## config.mk

```make
export PLATFORM = sky130hd
export DESIGN_NAME = palette_damage_possession_tint
export DESIGN_NICKNAME = d
export VERILOG_FILES = /design/src/pdpt_pkg.sv /design/src/pdpt_scale.sv /design/src/palette_damage_possession_tint.sv
export SDC_FILE = /design/constraint.sdc
export NUM_CORES = 1
export LEC_CHECK = 0
export ABC_CLOCK_PERIOD_IN_PS = 8100
export BUFFER_PORTS_ARGS = -buffer_cell sky130_fd_sc_hd__buf_2
export CORE_MARGIN = 4
export CORE_UTILIZATION = 55
export CTS_CLUSTER_SIZE = 40
export DETAILED_ROUTE_END_ITERATION = 12
export PLACE_DENSITY_LB_ADDON = 0.25
export SLEW_MARGIN = 15
export SYNTH_ARGS = -nofsm -noshare
export SYNTH_HDL_FRONTEND = slang
export SYNTH_SLANG_ARGS = --single-unit
```

## constraint.sdc

```tcl
create_clock -name clk_i -period 8.1 [get_ports clk_i]
set_clock_uncertainty 0.15 [all_clocks]
set_input_delay 0.81 -clock clk_i [delete_from_list [all_inputs] [get_ports clk_i]]
set_output_delay 0.81 -clock clk_i [all_outputs]
set_load 0.005 [all_outputs]
```

## src/pdpt_pkg.sv

```systemverilog
`default_nettype none

package pdpt_pkg;

  localparam int unsigned ColorW = 6;
  localparam int unsigned LevelW = 4;
  localparam int unsigned ProdW = 10;
  localparam int unsigned RecipW = 10;
  localparam int unsigned StepW = 3;

  localparam logic [ColorW-1:0] ColorMax = 6'd63;
  localparam logic [LevelW-1:0] PainDiv = 4'd10;
  localparam logic [LevelW-1:0] PossDiv = 4'd12;
  localparam logic [LevelW-1:0] PainTop = 4'd10;
  localparam logic [LevelW-1:0] PossTop = 4'd13;

  // floor(x / 10) = (x * 205) >> 11 and floor(x / 12) = (x * 683) >> 13 for x < 1024
  localparam logic [RecipW-1:0] PainRecip = 10'd205;
  localparam int unsigned PainShift = 11;
  localparam logic [RecipW-1:0] PossRecip = 10'd683;
  localparam int unsigned PossShift = 13;

  localparam logic [StepW-1:0] StepPainRed = 3'd0;
  localparam logic [StepW-1:0] StepPainGreen = 3'd1;
  localparam logic [StepW-1:0] StepPainBlue = 3'd2;
  localparam logic [StepW-1:0] StepPossRed = 3'd3;
  localparam logic [StepW-1:0] StepPossGreen = 3'd4;
  localparam logic [StepW-1:0] StepPossBlue = 3'd5;

  typedef enum logic [1:0] {
    ACT_TINT = 2'd0,
    ACT_FRAME = 2'd1,
    ACT_PAIN = 2'd2,
    ACT_SET_POSS = 2'd3
  } action_e;

  typedef enum logic [1:0] {
    MODE_FREEZE = 2'd0,
    MODE_RAMP_UP = 2'd1,
    MODE_RAMP_DOWN = 2'd2,
    MODE_SPARE = 2'd3
  } mode_e;

  typedef enum logic [1:0] {
    S_IDLE,
    S_MUL,
    S_DIV,
    S_DONE
  } state_e;

  typedef struct packed {
    logic toward;
    logic div12;
  } scale_op_t;

endpackage

`default_nettype wire

```

## src/pdpt_scale.sv

```systemverilog
`default_nettype none

module pdpt_scale (
  input  wire logic                       clk_i,
  input  wire logic                       issue_i,
  input  wire logic [pdpt_pkg::ColorW-1:0] c_i,
  input  wire logic [pdpt_pkg::LevelW-1:0] lvl_i,
  input  wire pdpt_pkg::scale_op_t        op_i,
  output logic      [pdpt_pkg::ColorW-1:0] res_o
);
  import pdpt_pkg::*;

  logic [ColorW-1:0]        x_d;
  logic [LevelW-1:0]        div_d;
  logic [LevelW-1:0]        fac_d;
  logic [ProdW-1:0]         prod_d;
  logic [ProdW-1:0]         prod_q;
  logic [ColorW-1:0]        c_q;
  scale_op_t                op_q;
  logic [RecipW-1:0]        recip;
  logic [ProdW+RecipW-1:0]  full;
  logic [ColorW-1:0]        quot;

  always_comb begin
    x_d    = op_i.toward ? ColorMax - c_i : c_i;
    div_d  = op_i.div12 ? PossDiv : PainDiv;
    fac_d  = op_i.toward ? lvl_i : div_d - lvl_i;
    prod_d = ProdW'(x_d) * ProdW'(fac_d);
  end

  always_ff @(posedge clk_i) begin
    if (issue_i) begin
      prod_q <= prod_d;
      c_q    <= c_i;
      op_q   <= op_i;
    end
  end

  always_comb begin
    recip = op_q.div12 ? PossRecip : PainRecip;
    full  = (ProdW+RecipW)'(prod_q) * (ProdW+RecipW)'(recip);
    if (op_q.div12) begin
      quot = ColorW'(full >> PossShift);
    end else begin
      quot = ColorW'(full >> PainShift);
    end
    res_o = op_q.toward ? ColorW'(c_q + quot) : quot;
  end

endmodule

`default_nettype wire

```

## src/palette_damage_possession_tint.sv

```systemverilog
// Palette tint with pain and possession effects. Each transaction on the input
// channel yields exactly one result transaction. Frame end, pain event and set
// possession transactions pass through the S_DONE state and then the output
// register; the input takes the next transaction once the result is presented.
// A tint entry is worked through by one shared multiply-and-divide unit, with
// an S_MUL and an S_DIV state per colour step: 3 steps while pain is active,
// 3 more while possession is active, none if neither is, the result appearing
// in the same cycle as the input is free again. The input stalls while a
// transaction is in progress; a finished result waits in the output register
// while the next transaction is accepted.
`default_nettype none

module palette_damage_possession_tint (
  input  wire logic                        clk_i,
  input  wire logic                        rst_ni,
  input  wire logic                        in_valid_i,
  output logic                             in_stall_o,
  input  wire logic [1:0]                  action_i,
  input  wire logic [pdpt_pkg::ColorW-1:0] red_in_i,
  input  wire logic [pdpt_pkg::ColorW-1:0] green_in_i,
  input  wire logic [pdpt_pkg::ColorW-1:0] blue_in_i,
  input  wire logic [1:0]                  control_mode_i,
  input  wire logic signed [7:0]           pain_amount_i,
  input  wire logic [pdpt_pkg::LevelW-1:0] possession_value_i,
  output logic                             out_valid_o,
  input  wire logic                        out_stall_i,
  output logic      [pdpt_pkg::ColorW-1:0] red_out_o,
  output logic      [pdpt_pkg::ColorW-1:0] green_out_o,
  output logic      [pdpt_pkg::ColorW-1:0] blue_out_o,
  output logic      [pdpt_pkg::LevelW-1:0] frame_level_o
);
  import pdpt_pkg::*;

  state_e              state_q, state_d;
  logic [StepW-1:0]    step_q, step_d;
  logic [ColorW-1:0]   r_q, r_d, g_q, g_d, b_q, b_d;
  logic [LevelW-1:0]   lvl_q, lvl_d;
  logic [LevelW-1:0]   pain_q, pain_d;
  logic [LevelW-1:0]   poss_q, poss_d;
  logic                out_valid_q;
  logic [ColorW-1:0]   red_out_q, green_out_q, blue_out_q;
  logic [LevelW-1:0]   frame_level_q;

  logic                accept;
  logic                issue;
  logic                load_out;
  logic                last_step;
  logic                pain_on, poss_on;
  logic [LevelW-1:0]   poss_min;
  logic [ColorW-1:0]   unit_c;
  logic [LevelW-1:0]   unit_lvl;
  scale_op_t           unit_op;
  logic [ColorW-1:0]   unit_res;
  logic signed [8:0]   pain_sum;
  action_e             action;
  mode_e               mode;

  assign action   = action_e'(action_i);
  assign mode     = mode_e'(control_mode_i);
  assign pain_on  = pain_q != '0;
  assign poss_on  = poss_q != '0;
  assign poss_min = (poss_q > PossDiv) ? PossDiv : poss_q;
  assign accept   = in_valid_i && !in_stall_o;
  assign last_step = (step_q == StepPossBlue) || (step_q == StepPainBlue && !poss_on);
  assign pain_sum = 9'(signed'({5'b0, pain_q})) + 9'(pain_amount_i);

  always_comb begin
    unique case (step_q)
      StepPainRed, StepPossRed:     unit_c = r_q;
      StepPainGreen, StepPossGreen: unit_c = g_q;
      default:                      unit_c = b_q;
    endcase
    unit_lvl       = (step_q < StepPossRed) ? pain_q : poss_min;
    unit_op.toward = (step_q == StepPainRed) || (step_q == StepPossBlue);
    unit_op.div12  = step_q >= StepPossRed;
  end

  pdpt_scale u_scale (
    .clk_i  (clk_i),
    .issue_i(issue),
    .c_i    (unit_c),
    .lvl_i  (unit_lvl),
    .op_i   (unit_op),
    .res_o  (unit_res)
  );

  // next state
  always_comb begin
    state_d = state_q;
    unique case (state_q)
      S_IDLE: begin
        if (accept) begin
          state_d = (action == ACT_TINT && (pain_on || poss_on)) ? S_MUL : S_DONE;
        end
      end
      S_MUL: state_d = S_DIV;
      S_DIV: state_d = last_step ? S_DONE : S_MUL;
      S_DONE: begin
        if (load_out) begin
          state_d = S_IDLE;
        end
      end
      default: state_d = S_IDLE;
    endcase
  end

  // outputs of the sequencer
  always_comb begin
    in_stall_o = state_q != S_IDLE;
    issue      = state_q == S_MUL;
    load_out   = (state_q == S_DONE) && (!out_valid_q || !out_stall_i);
  end

  always_comb begin
    step_d = step_q;
    r_d    = r_q;
    g_d    = g_q;
    b_d    = b_q;
    lvl_d  = lvl_q;
    pain_d = pain_q;
    poss_d = poss_q;
    if (accept) begin
      r_d    = '0;
      g_d    = '0;
      b_d    = '0;
      lvl_d  = '0;
      step_d = pain_on ? StepPainRed : StepPossRed;
      unique case (action)
        ACT_TINT: begin
          r_d = red_in_i;
          g_d = green_in_i;
          b_d = blue_in_i;
        end
        ACT_FRAME: begin
          lvl_d = pain_on ? pain_q : poss_q;
          if (pain_on) begin
            pain_d = pain_q - 1'b1;
          end
          if (poss_on) begin
            unique case (mode)
              MODE_FREEZE: poss_d = poss_q;
              MODE_RAMP_UP: begin
                if (poss_q <= PossDiv) begin
                  poss_d = poss_q + 1'b1;
                end
              end
              default: poss_d = poss_q - 1'b1;
            endcase
          end
        end
        ACT_PAIN: begin
          if (pain_sum < 9'sd1) begin
            pain_d = 4'd1;
          end else if (pain_sum > 9'(PainTop)) begin
            pain_d = PainTop;
          end else begin
            pain_d = LevelW'(pain_sum);
          end
        end
        default: begin
          poss_d = (possession_value_i > PossTop) ? PossTop : possession_value_i;
        end
      endcase
    end else if (state_q == S_DIV) begin
      unique case (step_q)
        StepPainRed, StepPossRed:     r_d = unit_res;
        StepPainGreen, StepPossGreen: g_d = unit_res;
        default:                      b_d = unit_res;
      endcase
      step_d = step_q + 1'b1;
    end
  end

  always_ff @(posedge clk_i or negedge rst_ni) begin
    if (!rst_ni) begin
      state_q     <= S_IDLE;
      step_q      <= '0;
      pain_q      <= '0;
      poss_q      <= '0;
      out_valid_q <= 1'b0;
    end else begin
      state_q <= state_d;
      step_q  <= step_d;
      pain_q  <= pain_d;
      poss_q  <= poss_d;
      if (load_out) begin
        out_valid_q <= 1'b1;
      end else if (!out_stall_i) begin
        out_valid_q <= 1'b0;
      end
    end
  end

  always_ff @(posedge clk_i) begin
    r_q   <= r_d;
    g_q   <= g_d;
    b_q   <= b_d;
    lvl_q <= lvl_d;
    if (load_out) begin
      red_out_q     <= r_q;
      green_out_q   <= g_q;
      blue_out_q    <= b_q;
      frame_level_q <= lvl_q;
    end
  end

  assign out_valid_o   = out_valid_q;
  assign red_out_o     = red_out_q;
  assign green_out_o   = green_out_q;
  assign blue_out_o    = blue_out_q;
  assign frame_level_o = frame_level_q;

  a_pain_range: assert property (@(posedge clk_i) disable iff (!rst_ni)
    pain_q <= PainTop)
    else $error("pain level out of range");

  a_poss_range: assert property (@(posedge clk_i) disable iff (!rst_ni)
    poss_q <= PossTop)
    else $error("possession level out of range");

  a_out_from_done: assert property (@(posedge clk_i) disable iff (!rst_ni)
    $rose(out_valid_q) |-> $past(state_q) == S_DONE)
    else $error("result presented without finishing");

  a_step_range: assert property (@(posedge clk_i) disable iff (!rst_ni)
    (state_q == S_MUL || state_q == S_DIV) |-> step_q <= StepPossBlue)
    else $error("colour step out of range");

  a_levels_stable: assert property (@(posedge clk_i) disable iff (!rst_ni)
    (state_q == S_MUL || state_q == S_DIV) |=> $stable(pain_q) && $stable(poss_q))
    else $error("levels changed during tint");

endmodule

`default_nettype wire
```

==> metrics.md, run 1 <==
| Metric | Value |
|---|---|
| Grt ovf | 0 |
| Clock slew at the register clock pins of the worst setup and hold paths | 60 ps |
| Routed vias | just under 6k |
| Top-area cell type share of the netlist area | 0.253 |
| Commonest register cell after synthesis | edfxtp_1 |
| Root buffer cell | clkbuf_16 |
| Crit Path Category | reg -> reg |
| TNS Setup | 0 ps |
| Crit path capture type | register |
| DR vias/cell | 5.81 |
| Asr flop ratio synth | 0.184 |
| I/O pins | between 60 and 70 |
| Most common cell after layout, fill and taps aside | inv_1 |
| FP Rows | 41 |
| Die area | 0.0153 sq mm |
| Die height | 124 um |
| FF-to-FF Start | u_scale.op_q[0] |
| Setup Fix Bufs, Post-CTS | 0 |
| First-pass GRT wire length | 28.4 mm |
| Vias in the first global route | 5975 |
| CTS HTree Levels | 3 |
| Worst-Skew Late Latency | 340 ps |
| Cells after Synth | between 700 and 800 |
| Family with the most delay on the worst path | adder cells |
| GR Util All Layers | 0.238 |
| Area leader, netlist | edfxtp_1 |
| Gpl congestion | 0.950 |
| Slew HR | 0.260 |
| Netlist cell types | 68 |
| Register bit total from synthesis | 76 |
| DR WL/cell | 16.9 um |
| Antenna violations before repair | 0 |
| Pre-CTS setup slack | 649 ps |
| Avg Synthesized Cell Area | 9.61 sq um |
| Worst R2R End | g_q[5] |
| Unrepaired setup endpoints after global routing | false |
| Core area | 0.0128 sq mm |
| Cell mode on critical path | fa_1 |
| Diode count | 0 |
| Required @ worst endpoint | 8030 ps |
| Final ANT Viol Nets | 0 |
| CP Buf/Inv Count | 4 |
| Register area share after synthesis | 0.301 |
| Final Critical Period | between 7000 and 8000 ps |
| Crit start category | register |
| Port bufs | 61 |
| Max Root-Sink Buffers | 2 |
| Most frequent cells in the layout | 102 x inv_1, 88 x ha_1, 81 x nand2_1 |
| R2R setup slack | 570 ps |
| Largest stage delay, worst path | between 700 and 800 ps |
| Fmax | between 0.1 and 0.15 GHz |
| Slew Viols, Final | 0 |
| CTS buffer count | 9 |
| Outcome | finished clean |
| Slack of the critical path | 570 ps |
| Die width | about 120 um |
| CP Data Arrival Time | 7460 ps |
| EDFF count, synth | slightly above 60 |
| Endpoints failing setup | 0 |
| Final hold violations | 0 |
| Clock sinks | 76 |
| Pre-antenna DRT Iters | 6 |
| Area Overhead vs Synth | 11.5% |
| Slowest cell on the critical path | o311ai_0 |
| CTS Hold Buffers Added | 0 |
| DRT Wirelength | 17.1 mm |
| TritonCTS clock tree | done |
| PostCTS Resize Cnt | 0 |
| Max FO, Critical Path | 25 |
| Crit path cell chain | buf_4, nand2_1, fa_1, inv_1, fa_1, fa_1, fa_1, inv_1, fa_1, inv_1, ha_1, a21oi_1, or4b_4, a31oi_4, xor2_1, nor2_1, a21o_1, ha_1, a21oi_1, o21ai_0, o311ai_0, nor2_1, a221oi_1, nand2_1 |
| Yosys warns | 0 |
| Cell depth of the worst setup path | 24 |
| DR iter-0 viols | 377 |
| Drt drc | 0 |
| Hold_ws | 214 ps |
| Pin count of the biggest net entering global routing | 26 |
| Reg2Reg Depth | 24 |
| Dpl hpwl | 14.0 mm |
| Slew @ Worst Pin | 1100 ps |
| Max cap viols | 0 |
| Fin nets | 1011 |
| Final period util | 0.930 |
| Ranking of synthesized cells by area | edfxtp_1 25%, ha_1 15%, fa_1 14%, inv_1 5.2%, dfrtp_1 4.8% |
| Mapped cell area | roughly 0.0073 sq mm |
| Layout cells sized above 1 | 0.115 |
| Starting Density | 0.573 |
| Hold WC Path Type | in -> async |
[final cells by class]
class	count	area, sq um
well taps	172	215
fillers	1061	4630
flip-flops and latches	76	2210
inverters	103	387
clock buffers	11	243
clock inverters	5	83.8
multi-input cells	576	4710
repair buffers	66	343
[cell usage after synthesis (all sizes together), types with 2 or more instances]
cell type  number
inv           102
ha             88
nand2          81
edfxtp         62
fa             53
nor2           49
a21oi          47
o21ai          33
xnor2          21
a21o           20
dfrtp          14
nand2b         13
nand3          13
nor2b          12
clkbuf         11
o211ai         11
a31oi          10
a22oi           9
and2            9
nor3            9
buf             7
xor2            7
a221oi          6
mux2i           6
or2             6
nand3b          5
or3             5
and3            4
nand4           4
o21a            3
o21bai          3
o31ai           3
o32ai           3
a31o            2
and4            2
nand4b          2
nor4            2
o2111ai         2
o221ai          2
o311ai          2
[state kept, by name (all words and copies together) (netlist names), 3 cells and up]
signal and count:
b_q 6, blue_out_o 6, frame_level_o 4, g_q 6, green_out_o 6, lvl_q 4, pain_q 4, poss_q 4
r_q 6, red_out_o 6, step_q 3, u_scale.c_q 6, u_scale.prod_q 10
[cell families (layout without fill, tap and decap cells)]
| group | Yosys count | after routing | synth area share |
|---|---|---|---|
| AO/OA/AOI/OAI | 169 | 169 | 0.152 |
| XOR/XNOR | 28 | 28 | 0.0334 |
| adder cells (fa/ha/maj) | 141 | 141 | 0.294 |
| buffers and inverters | 121 | 185 | 0.0629 |
| flip-flops | 76 | 76 | 0.301 |
| multiplexers | 7 | 7 | 0.00971 |
| other | 1 | 10 | 0.000510 |
| AND/OR/NAND/NOR | 221 | 221 | 0.146 |
[per-stage QoR]
step	area, sq um	instances	util
after floorplan	7380	773	-
after global placement	7870	993	0.613
after detailed placement	7870	993	0.613
after CTS	8190	1009	0.639
after global routing	8190	1009	0.639
final	8190	1009	0.639
[metal layers]
metal / vias up / track usage / routed length [um]
met3: 19 / 0.0427 / 1050
li1: 2799 / - / -
met2: 205 / 0.418 / 8750
met1: 2835 / 0.302 / 6980
met4: 0 / 0.0664 / 283
met5: - / 0 / 0
[worst reg2reg max path: stages, from the launching register on]
cell and delay (ps):
edfxtp_1 350, buf_4 280, nand2_1 130, fa_1 500, inv_1 50, fa_1 520
fa_1 440, fa_1 550, inv_1 50, fa_1 490, inv_1 40, ha_1 340
a21oi_1 250, or4b_4 540, a31oi_4 190, xor2_1 280, nor2_1 90, a21o_1 160
ha_1 260, a21oi_1 150, o21ai_0 150, o311ai_0 720, nor2_1 160, a221oi_1 320
nand2_1 100
[worst max-delay path by stage]
stage | startpoint | to
floorplan | u_scale.op_q[0] | b_q[5]
global placement | u_scale.op_q[0] | g_q[5]
detailed placement | u_scale.op_q[0] | g_q[5]
CTS | u_scale.op_q[0] | g_q[5]
global route | u_scale.op_q[0] | b_q[5]
finish | u_scale.op_q[0] | g_q[5]
Power of run 1 is left out: the tool's default activity adds up to more than one toggle a clock period on the data nets, which glitch-free logic cannot reach.
==> run 2: changes to the inputs <==
--- a/config.mk
+++ b/config.mk
@@ -11,7 +11,7 @@
 export CORE_UTILIZATION = 55
 export CTS_CLUSTER_SIZE = 40
 export DETAILED_ROUTE_END_ITERATION = 12
-export PLACE_DENSITY_LB_ADDON = 0.25
+export PLACE_DENSITY = 0.7
 export SLEW_MARGIN = 15
 export SYNTH_ARGS = -nofsm -noshare
 export SYNTH_HDL_FRONTEND = slang
==> run 2 against run 1 <==
Sequential cell count is the same; design area decreased by 0.27%; sequential share of layout area up 0.074 points; core utilization is 0.18 points lower; critical path depth unchanged; final cell count is essentially flat; count of clock-buffer cells in the layout shrank 2.
==> metrics.md, run 2 (synthesized netlist as in run 1, its figures left out) <==
| Metric | Value |
|---|---|
| Most common cell after layout, fill and taps aside | inv_1 |
| Drt drc | 0 (unchanged) |
| Global routing usage on met1 | 0.306 (+0.00421) |
| Required @ worst endpoint | 8030 ps (about the same) |
| Dpl hpwl | 13.8 mm (-1.4%) |
| Antenna violations before repair | 0 (unchanged) |
| Layout cells sized above 1 | 0.115 (+0.000137) |
| I/O pins | 62 (unchanged) |
| Max reg flops | 10 (unchanged) |
| Final instance area | 0.00817 sq mm (-0.27%) |
| Crit Path Category | reg -> reg |
| DRT Wirelength | 16.8 mm (-1.6%) |
| Routed vias | 5848 (-0.17%) |
| Pin count of the biggest net entering global routing | 26 (unchanged) |
| DP Area | 0.00786 sq mm (about the same) |
| Dpl cells | 992 (-0.10%) |
| Die height | 124 um (unchanged) |
| Unrepaired setup endpoints after global routing | false |
| Final Critical Period | 7550 ps (+20.4 ps) |
| Final core occ | 0.637 (-0.00176) |
| Vias in the first global route | 5913 (-1.0%) |
| Slew HR | 0.287 (+0.0269) |
| DR iter-0 viols | 456 (+21%) |
| Die width | 124 um (unchanged) |
| Port bufs | 61 (unchanged) |
| Most frequent cells in the layout | 102 x inv_1, 88 x ha_1, 81 x nand2_1 |
| Grt met3 use | 0.0372 (-0.00545) |
| Area Overhead vs Synth | 11.2% |
| Max Root-Sink Buffers | 2 (unchanged) |
| Core area | 0.0128 sq mm (unchanged) |
| Crit start category | register |
| DR WL/cell | 16.7 um (-1.5%) |
| Fin nets | 1010 (-0.099%) |
| CTS Hold Buffers Added | 0 (unchanged) |
| Max cap viols | 0 (unchanged) |
| Final hold violations | 0 (unchanged) |
| Diode count | 0 (unchanged) |
| Reg2Reg Depth | 24 (unchanged) |
| First-pass GRT wire length | 27.9 mm (-1.7%) |
| Root buffer cell | clkbuf_16 |
| Worst-Skew Late Latency | 350 ps (about the same) |
| Slew @ Worst Pin | 1060 ps (-45.5 ps) |
| Post-Layout Cell Count | 1008 (-0.099%) |
| CTS HTree Levels | 3 (unchanged) |
| Endpoints failing setup | 0 (unchanged) |
| Crit path capture type | register |
| Slew Viols, Final | 0 (unchanged) |
| Final period util | 0.932 (+0.00252) |
| GR Util All Layers | 0.233 (-0.00443) |
| Grt ovf | 0 (unchanged) |
| Hold WC Path Type | in -> async |
| Pre-antenna DRT Iters | 5 (-1) |
| Worst setup path start | u_scale.op_q[0] |
| TNS Setup | 0 ps (unchanged) |
| CP Data Arrival Time | 7480 ps (+20 ps) |
| Clock slew at the register clock pins of the worst setup and hold paths | 60 ps (about the same) |
| TritonCTS clock tree | done |
| DR vias/cell | 5.80 (about the same) |
| Fmax | 0.132 GHz (-0.27%) |
| CTS buffer count | 9 (unchanged) |
| Reg with most FFs | u_scale.prod_q |
| Outcome | finished clean |
| Die area | 0.0153 sq mm (unchanged) |
| Gr busiest metal | met2 |
| Max FO, Critical Path | 9 (-64%) |
| Clock sinks | 76 (unchanged) |
| Worst R2R End | r_q[5] |
| Gpl congestion | 0.971 (+2.2%) |
| GR Util met2 | 0.396 (-0.0214) |
| R2R setup slack | 550 ps (-20 ps) |
| FP Rows | 41 (unchanged) |
| FF-to-FF Start | u_scale.op_q[0] |
| PostCTS Resize Cnt | 0 (unchanged) |
| Final ANT Viol Nets | 0 (unchanged) |
| Setup crit end | r_q[5] |
| Starting Density | 0.573 (unchanged) |
| Setup Fix Bufs, Post-CTS | 0 (unchanged) |
-- run 2: cell count changes in the layout (fill, tap and decap cells not counted), sizes merged --
cell      delta
inv          +3
buf          -1
bufinv       -1
clkinvlp     -1
clkbuf       -2
clkinv       +1
-- run 2: worst max-delay path, stage by stage, from the launching register on --
cell and delay [ps]:
edfxtp_1 380, inv_1 230, nand2_1 130, fa_1 520
inv_1 50, fa_1 510, fa_1 440, fa_1 550
inv_1 60, fa_1 490, inv_1 50, ha_1 340
a21oi_1 240, or4b_4 540, a31oi_4 180, xor2_1 270
nor2_1 90, a21o_1 160, ha_1 270, a21oi_1 150
o21ai_0 180, o311ai_0 730, nor2_1 170, a221oi_1 320
nand2_1 100
-- run 2: area by class of cell --
cell class | instances | area, sq um
fillers | 1064 | 4650
multi-input cells | 576 | 4720
clock inverters | 7 | 80.1
repair buffers | 65 | 335
well taps | 172 | 215
clock buffers | 9 | 225
flip-flops and latches | 76 | 2210
inverters | 103 | 387
-- run 2: per-stage QoR --
step | hold WS, ps | setup WS [ps]
floorplan | 250 | 658
global placement | 268 | 877
detailed placement | 256 | 631
CTS | 210 | 599
global route | 228 | 31.2
finish | 213 | 550
-- run 2: how the worst min path moves through the flow --
stage | slack (ps) | to | startpoint | cells after the start
after detailed placement | 260 | frame_level_o[0] | lvl_q[0] | 0
after global routing | 230 | state_q[0] | rst_ni | 1
after global placement | 270 | frame_level_o[2] | lvl_q[2] | 0
after floorplan | 250 | frame_level_o[0] | lvl_q[0] | 0
final | 210 | state_q[0] | rst_ni | 1
after CTS | 210 | step_q[1] | rst_ni | 1
-- run 2: routing by layer --
metal  up-vias  wire length, um
li1       2801                -
met1      2828             7260
met2       184             8410
met3        35              795
met4         0              336
met5         -                0
Power of run 2 is left out for the same reason.
